## src/design/bmdf_pkg.sv

```systemverilog
// Package for the beacon message duplicate filter.
// Holds the beat structs, the header decode result and the protocol constants.
// Depends on nothing.
package bmdf_pkg;

    localparam int DEF_HISTORY_DEPTH = 32;
    localparam int DEF_PAYLOAD_CAP   = 32;

    localparam logic [7:0] MIN_ENTRY_LEN = 8'd5;
    localparam logic [7:0] MAKER_TYPE    = 8'hFF;
    localparam logic [7:0] MAKER_ID_LOW  = 8'h00;
    localparam logic [7:0] MAKER_ID_HIGH = 8'hDE;

    localparam logic OP_RADIO  = 1'b0;
    localparam logic OP_DIRECT = 1'b1;

    localparam logic [1:0] REG_RADIO_GROUP = 2'd0;

    typedef struct packed {
        logic        operation;
        logic [7:0]  entry_length;
        logic [7:0]  entry_type;
        logic [7:0]  maker_low;
        logic [7:0]  maker_high;
        logic [7:0]  group_byte;
        logic [7:0]  sequence_byte;
        logic [47:0] sender_address;
        logic [63:0] direct_id;
    } in_t;

    typedef struct packed {
        logic       header_match;
        logic       fresh;
        logic [5:0] payload_bytes;
    } out_t;

    typedef struct packed {
        logic        ok;
        logic [63:0] id;
        logic [5:0]  bytes;
    } hdr_t;

endpackage

```

## src/design/bmdf_hdr.sv

```systemverilog
// Radio header decoder: validates the first advertising entry and forms the message ID.
// Depends on bmdf_pkg.
module bmdf_hdr
    import bmdf_pkg::*;
#(
    parameter int PAYLOAD_CAP = DEF_PAYLOAD_CAP
)
(
    input  in_t        item,
    input  logic [7:0] radio_group,
    output hdr_t       hdr
);

    localparam logic [7:0] CAP = 8'(PAYLOAD_CAP);

    logic [7:0] diff;

    always_comb
    begin
        diff = item.entry_length - MIN_ENTRY_LEN;
        hdr.ok = (item.entry_length >= MIN_ENTRY_LEN) &&
                 (item.entry_type == MAKER_TYPE) &&
                 (item.maker_low == MAKER_ID_LOW) &&
                 (item.maker_high == MAKER_ID_HIGH) &&
                 (item.group_byte == radio_group);
        hdr.id = {item.sequence_byte, item.group_byte, item.sender_address};
        hdr.bytes = (diff > CAP) ? CAP[5:0] : diff[5:0];
    end

endmodule

```

## src/design/bmdf_ring.sv

```systemverilog
// History ring storage: one write port, one registered read port, per-entry valid bits.
// An entry never written since reset reads as zero. Depends on bmdf_pkg.
module bmdf_ring
    import bmdf_pkg::*;
#(
    parameter int HISTORY_DEPTH = DEF_HISTORY_DEPTH,
    localparam int IDX_W = (HISTORY_DEPTH > 1) ? $clog2(HISTORY_DEPTH) : 1
)
(
    input  logic             clk,
    input  logic             rst_n,
    input  logic [IDX_W-1:0] rd_addr,
    output logic [63:0]      rd_data,
    input  logic             wr_en,
    input  logic [IDX_W-1:0] wr_addr,
    input  logic [63:0]      wr_data
);

    logic [63:0]              mem [HISTORY_DEPTH];
    logic [HISTORY_DEPTH-1:0] valid_reg;
    logic [63:0]              data_reg;
    logic                     hit_valid_reg;

    always_ff @(posedge clk)
    begin
        if (wr_en)
        begin
            mem[wr_addr] <= wr_data;
        end
        data_reg <= mem[rd_addr];
    end

    always_ff @(posedge clk or negedge rst_n)
    begin
        if (!rst_n)
        begin
            valid_reg     <= '0;
            hit_valid_reg <= 1'b0;
        end
        else
        begin
            if (wr_en)
            begin
                valid_reg[wr_addr] <= 1'b1;
            end
            hit_valid_reg <= valid_reg[rd_addr];
        end
    end

    assign rd_data = hit_valid_reg ? data_reg : 64'd0;

endmodule

```

## src/design/beacon_message_duplicate_filter.sv

```systemverilog
// Top level of the beacon message duplicate filter: APB register, sequencer and ID comparator.
// Depends on bmdf_pkg, bmdf_hdr and bmdf_ring.
//
// Channel   Direction  Handshake                  Beat
// item      in         start high, busy low       in_t
// result    out        done strobe, one cycle     out_t
// config    in         APB write, pready high     radio_group at byte address 0
//
// A looked-up item passes through ST_SEARCH and then ST_FINISH before its done strobe, with the
// single history read port and comparator visiting one entry a cycle.
// A radio header that fails the checks gives its result in the next cycle.
// The next item may be accepted in the cycle the previous result is strobed.
// Reset empties the history at once through valid bits; the receiver cannot stall.
module beacon_message_duplicate_filter
    import bmdf_pkg::*;
#(
    parameter int HISTORY_DEPTH = DEF_HISTORY_DEPTH,
    parameter int PAYLOAD_CAP   = DEF_PAYLOAD_CAP
)
(
    input  logic        clk,
    input  logic        rst_n,
    input  logic        start,
    output logic        busy,
    input  in_t         item,
    output logic        done,
    output out_t        result,
    input  logic        psel,
    input  logic        penable,
    input  logic        pwrite,
    input  logic [1:0]  paddr,
    input  logic [31:0] pwdata,
    output logic [31:0] prdata,
    output logic        pready
);

    localparam int IDX_W = (HISTORY_DEPTH > 1) ? $clog2(HISTORY_DEPTH) : 1;
    localparam logic [IDX_W-1:0] LAST_IDX = IDX_W'(HISTORY_DEPTH - 1);

    typedef enum logic [2:0] {
        ST_IDLE   = 3'b001,
        ST_SEARCH = 3'b010,
        ST_FINISH = 3'b100
    } state_t;

    state_t           state_reg, state_next;
    logic [7:0]       group_reg;
    logic [IDX_W-1:0] idx_reg, idx_next;
    logic [IDX_W-1:0] newest_reg, newest_next;
    logic [IDX_W-1:0] slot;
    logic             hit_reg, hit_next;
    logic             cmp_valid_reg;
    logic [63:0]      id_reg, id_next;
    logic             radio_reg, radio_next;
    logic [5:0]       bytes_reg, bytes_next;
    logic             done_reg, done_next;
    out_t             result_reg, result_next;
    logic             hit_now;
    logic             wr_en;
    logic [63:0]      rd_data;
    hdr_t             hdr;

    bmdf_hdr #(
        .PAYLOAD_CAP(PAYLOAD_CAP)
    ) u_hdr (
        .item        (item),
        .radio_group (group_reg),
        .hdr         (hdr)
    );

    bmdf_ring #(
        .HISTORY_DEPTH(HISTORY_DEPTH)
    ) u_ring (
        .clk     (clk),
        .rst_n   (rst_n),
        .rd_addr (idx_reg),
        .rd_data (rd_data),
        .wr_en   (wr_en),
        .wr_addr (slot),
        .wr_data (id_reg)
    );

    assign pready = 1'b1;
    assign prdata = (paddr == REG_RADIO_GROUP) ? {24'd0, group_reg} : 32'd0;
    assign busy   = (state_reg != ST_IDLE);
    assign done   = done_reg;
    assign result = result_reg;

    assign slot    = (newest_reg == '0) ? LAST_IDX : newest_reg - IDX_W'(1);
    assign hit_now = hit_reg | (cmp_valid_reg & (rd_data == id_reg));

    always_comb
    begin
        state_next  = state_reg;
        idx_next    = idx_reg;
        newest_next = newest_reg;
        hit_next    = hit_reg;
        id_next     = id_reg;
        radio_next  = radio_reg;
        bytes_next  = bytes_reg;
        done_next   = 1'b0;
        result_next = result_reg;
        wr_en       = 1'b0;
        case (state_reg)
            ST_IDLE:
            begin
                if (start)
                begin
                    radio_next = (item.operation == OP_RADIO);
                    id_next    = (item.operation == OP_DIRECT) ? item.direct_id : hdr.id;
                    bytes_next = hdr.bytes;
                    idx_next   = '0;
                    hit_next   = 1'b0;
                    if ((item.operation == OP_DIRECT) || hdr.ok)
                    begin
                        state_next = ST_SEARCH;
                    end
                    else
                    begin
                        done_next   = 1'b1;
                        result_next = '0;
                    end
                end
            end
            ST_SEARCH:
            begin
                hit_next = hit_now;
                if (idx_reg == LAST_IDX)
                begin
                    state_next = ST_FINISH;
                end
                else
                begin
                    idx_next = idx_reg + IDX_W'(1);
                end
            end
            ST_FINISH:
            begin
                wr_en      = !hit_now;
                state_next = ST_IDLE;
                done_next  = 1'b1;
                if (!hit_now)
                begin
                    newest_next = slot;
                end
                result_next.header_match  = radio_reg;
                result_next.fresh         = !hit_now;
                result_next.payload_bytes = (radio_reg && !hit_now) ? bytes_reg : 6'd0;
            end
            default:
            begin
                state_next = ST_IDLE;
            end
        endcase
    end

    always_ff @(posedge clk or negedge rst_n)
    begin
        if (!rst_n)
        begin
            state_reg     <= ST_IDLE;
            group_reg     <= 8'd0;
            idx_reg       <= '0;
            newest_reg    <= '0;
            hit_reg       <= 1'b0;
            cmp_valid_reg <= 1'b0;
            done_reg      <= 1'b0;
        end
        else
        begin
            state_reg     <= state_next;
            idx_reg       <= idx_next;
            newest_reg    <= newest_next;
            hit_reg       <= hit_next;
            cmp_valid_reg <= (state_reg == ST_SEARCH);
            done_reg      <= done_next;
            if (psel && penable && pwrite && (paddr == REG_RADIO_GROUP))
            begin
                group_reg <= pwdata[7:0];
            end
        end
    end

    always_ff @(posedge clk)
    begin
        id_reg     <= id_next;
        radio_reg  <= radio_next;
        bytes_reg  <= bytes_next;
        result_reg <= result_next;
    end

endmodule

```

## config.mk

```make
export PLATFORM = sky130hd
export DESIGN_NAME = beacon_message_duplicate_filter
export DESIGN_NICKNAME = d
export VERILOG_FILES = /design/src/design/bmdf_pkg.sv /design/src/design/bmdf_hdr.sv /design/src/design/bmdf_ring.sv /design/src/design/beacon_message_duplicate_filter.sv
export SDC_FILE = /design/constraint.sdc
export NUM_CORES = 2
export LEC_CHECK = 0
export BUFFER_PORTS_ARGS = -buffer_cell sky130_fd_sc_hd__buf_2
export CORE_MARGIN = 2
export CORE_UTILIZATION = 35
export CTS_CLUSTER_DIAMETER = 40
export CTS_CLUSTER_SIZE = 25
export DETAILED_ROUTE_END_ITERATION = 12
export HOLD_SLACK_MARGIN = 0.15
export PLACE_DENSITY = 0.6
export SYNTH_ARGS = -nofsm -noshare
export SYNTH_HDL_FRONTEND = slang
export SYNTH_SLANG_ARGS = --single-unit
```

## constraint.sdc

```tcl
create_clock -name clk -period 10.2 [get_ports clk]
set_input_delay 2.04 -clock clk [delete_from_list [all_inputs] [get_ports clk]]
set_output_delay 2.04 -clock clk [all_outputs]
set_load 0.01 [all_outputs]
```

==> results.json <==
{
  "status": "finished, final reports clean",
  "grtUsageMet3_pct": 3.478,
  "ys_seq_area_share_pct": 77.14,
  "cp-end-kind": "flip-flop",
  "grt_use_total_pct": 16.94,
  "synth_top_area_share_pct": 74.00,
  "synth_cell_types": 59,
  "syn-cell-area_um2": 86310,
  "place_congestion": 0.7694,
  "wl_per_cell_um": 28.17,
  "use_met1_pct": 23.19,
  "cp_common_cell": "buf_4",
  "drive_gt1_share_pct": 37.89,
  "crit_path_top_delay_cell": "edfxtp_1",
  "utilization_pct": 41.51,
  "synth_edf_count": 2127,
  "r2r_cells": 11,
  "initial_core_util_pct": 35.16,
  "synth_top_area_cell": "edfxtp_1",
  "die_y_um": 500.6,
  "critPathMaxStageDelay_ps": 960,
  "design_area_um2": 101900,
  "grt_overflow": 0,
  "fin_crit_ps": 5926,
  "dp_hpwl_mm": 108.7,
  "port_buffers": 194,
  "cp-start-kind": "flip-flop",
  "finalHoldViolations": 0,
  "worstPathMaxFanout": 40,
  "cp_top_family": "compound AO/OA/AOI/OAI gates",
  "root_buffer": "clkbuf_16",
  "insertion_delay_ps": 940,
  "syn_area_per_cell_um2": 23.47,
  "worst_r2r_endpoint": "u_ring.mem[28][19]",
  "vias": 40860,
  "worstPathArrival_ps": 6430,
  "grt_antenna_before_repair": 4,
  "post-cts-setup-buffers": 0,
  "rsz0062_at_grt": "no",
  "synth_warnings": 0,
  "post-route-period-util_pct": 58.10,
  "worst-path-stages": 11,
  "clock_path_buffers": 4,
  "io_pins": 244,
  "grt_pass1_vias": 42260,
  "dr.first_iter.drc_count": 4474,
  "holdCritPathClass": "flip-flop to flip-flop",
  "largest_reg_flops": 2048,
  "slew_viol_final": 0,
  "max_slew.worst_pin.slew_ps": 1236,
  "grt_most_used_layer": "met2",
  "cp.required_ps": 10700,
  "cts.repair.resized": 0,
  "synth_seq_cells": 2248,
  "cts_buffers": 293,
  "fp.dieW_um": 500.6,
  "synth_area_leaders": "edfxtp_1 74%, mux4_2 17%, mux2_2 1.8%, dfrtp_1 1.6%, dfxtp_1 1.5%",
  "post_dp_cell_area_um2": 91960,
  "netlist_instances": 3678,
  "maxCapViolations": 0,
  "max_freq_mhz": 168.7,
  "ir_worst_vdd_uv": 310.2,
  "clkSinkCount": 2248,
  "area_delta_synth_final_pct": 18.06,
  "skew_ps": 81.11,
  "grt_pass1_wl_mm": 304.3,
  "slew-limit-headroom_pct": 16.76,
  "coreArea_um2": 245500,
  "final_nets": 4352,
  "first_pass_iters": 5,
  "ant_nets": 0,
  "grt_max_degree": 131,
  "synth_ff_type": "edfxtp_1",
  "fin_tns_setup_ps": 0,
  "rr_startpoint": "id_reg[57]",
  "leakage_nw": 31.81,
  "ys_async_sr_fraction_pct": 2.536,
  "cts_tree": "done",
  "gr-usage-met2_pct": 27.60,
  "crit_start": "id_reg[57]",
  "drc": 0,
  "reg2reg_slack_ps": 4270,
  "p_per_area_nw_per_um2": 243.9,
  "postCtsHoldBufs": 0,
  "htree_levels": 5,
  "vias_per_cell": 5.386,
  "stdcell_count": 7587,
  "place_inst": 7070,
  "crit_chain": "inv_1 > a2111oi_0 > o2111ai_1 > o31ai_1 > o2111ai_1 > o41ai_4 > buf_4 > or2_2 > nor2_4 > buf_4 > buf_4",
  "wirelength_mm": 213.7,
  "finalSetupViolCount": 0,
  "path_clk_slew_ps": 60,
  "critPathBufInv": 4,
  "fp.dieArea_um2": 250600,
  "worstSetupPathType": "flip-flop to flip-flop",
  "fp-row-count": 182,
  "critPathCapture": "u_ring.mem[28][19]"
}
-- worst min-delay path by stage --
stage | depth (start not counted) | from | endpoint | slack, ps
final | 1 | u_ring.valid_reg[18] | u_ring.valid_reg[18] | 460
after global routing | 1 | u_ring.valid_reg[18] | u_ring.valid_reg[18] | 460
after CTS | 1 | u_ring.valid_reg[18] | u_ring.valid_reg[18] | 460
after detailed placement | 1 | u_ring.valid_reg[18] | u_ring.valid_reg[18] | 440
after global placement | 1 | u_ring.valid_reg[26] | u_ring.valid_reg[26] | 440
after floorplan | 1 | u_ring.valid_reg[18] | u_ring.valid_reg[18] | 420
-- placed cells by master, fill, tap and decap left out, types with 25 or more instances in the layout --
| master | synthesis | layout |
|---|---|---|
| buf_2 | 1 | 193 |
| mux4_2 | 650 | 650 |
| dfxtp_1 | 64 | 64 |
| inv_6 | 0 | 39 |
| inv_1 | 51 | 50 |
| bufinv_16 | 0 | 34 |
| buf_4 | 30 | 145 |
| conb_1 | 2 | 25 |
| nor2_1 | 41 | 38 |
| nand2b_1 | 26 | 26 |
| mux2_2 | 137 | 137 |
| clkbuf_16 | 0 | 302 |
| edfxtp_1 | 2127 | 2127 |
| nand2_1 | 26 | 26 |
| dfrtp_1 | 56 | 50 |
-- through the flow --
stage	worst slack [ps]	hold slack, ps	power, mW
floorplan	1580	422.6	13.65
global placement	4436	441.4	14.67
detailed placement	4353	444.2	14.72
CTS	4277	456.2	25.12
global route	3758	464.3	25.70
finish	4274	455.8	24.86
-- cell type report --
class	count	area, um^2
sequential	2248	66600
clock inverter	187	2241
timing repair buffer	345	2195
tap	3220	4029
multi-input combinational	1206	18940
fill	20990	143600
inverter	51	193.9
antenna	4	10.01
clock buffer	326	7687
-- cells in the mapped netlist (4+ instances only) --
cell type	count
clkbuf_1	109
a22oi_1	10
ha_1	6
xor2_1	7
a31oi_1	4
nor2b_1	12
nor3_1	38
o21ai_0	21
buf_1	55
dfxtp_1	64
nor2_1	41
nor4_1	20
and2_1	14
dfrtp_1	56
xnor2_1	24
mux2_2	137
a21oi_1	9
mux4_2	650
o31ai_1	11
or4_1	4
nand4_1	8
o2111ai_1	10
nand3_1	17
nand2b_1	26
buf_4	30
or2_1	24
o22ai_1	8
edfxtp_1	2127
nand4b_1	5
nand2_1	26
inv_1	51
-- worst register-to-register path: stages (launching register included) --
cell       delay (ps)
edfxtp_1          960
inv_1             240
a2111oi_0         540
o2111ai_1         190
o31ai_1           750
o2111ai_1         420
o41ai_4           440
buf_4             550
or2_2             390
nor2_4            170
buf_4             370
buf_4             430
-- routing by layer --
metal  part of all wire (%)  wire length, um  vias to the layer above
met1                     41            87930                    22240
met5                      0                0                        -
met3                    7.4            15770                      318
li1                       -                -                    16650
met2                     49           105400                     1660
met4                    2.2             4602                        0
-- cells by family (layout without fill, tap and decap cells) --
group,count (synthesis),in the layout,synth area share (%)
other,2,29,0.008701
AND/OR/NAND/NOR,251,251,1.587
flip-flops,2248,2248,77.14
multiplexers,788,788,18.77
adder cells (fa/ha/maj),6,6,0.08698
AO/OA/AOI/OAI,105,105,0.8814
buffers and inverters,247,909,1.215
XOR/XNOR,31,31,0.3146
-- power by group --
group | switching, mW | internal (mW) | total (mW) | leakage, nW
combinational | 1.75 | 1.78 | 3.53 | 6.55
sequential | 0.253 | 10.7 | 10.9 | 20.5
clock | 4.03 | 6.39 | 10.4 | 4.81
total | 6.03 | 18.8 | 24.9 | 31.8
Note: power is estimated with default switching activity, not from simulation.
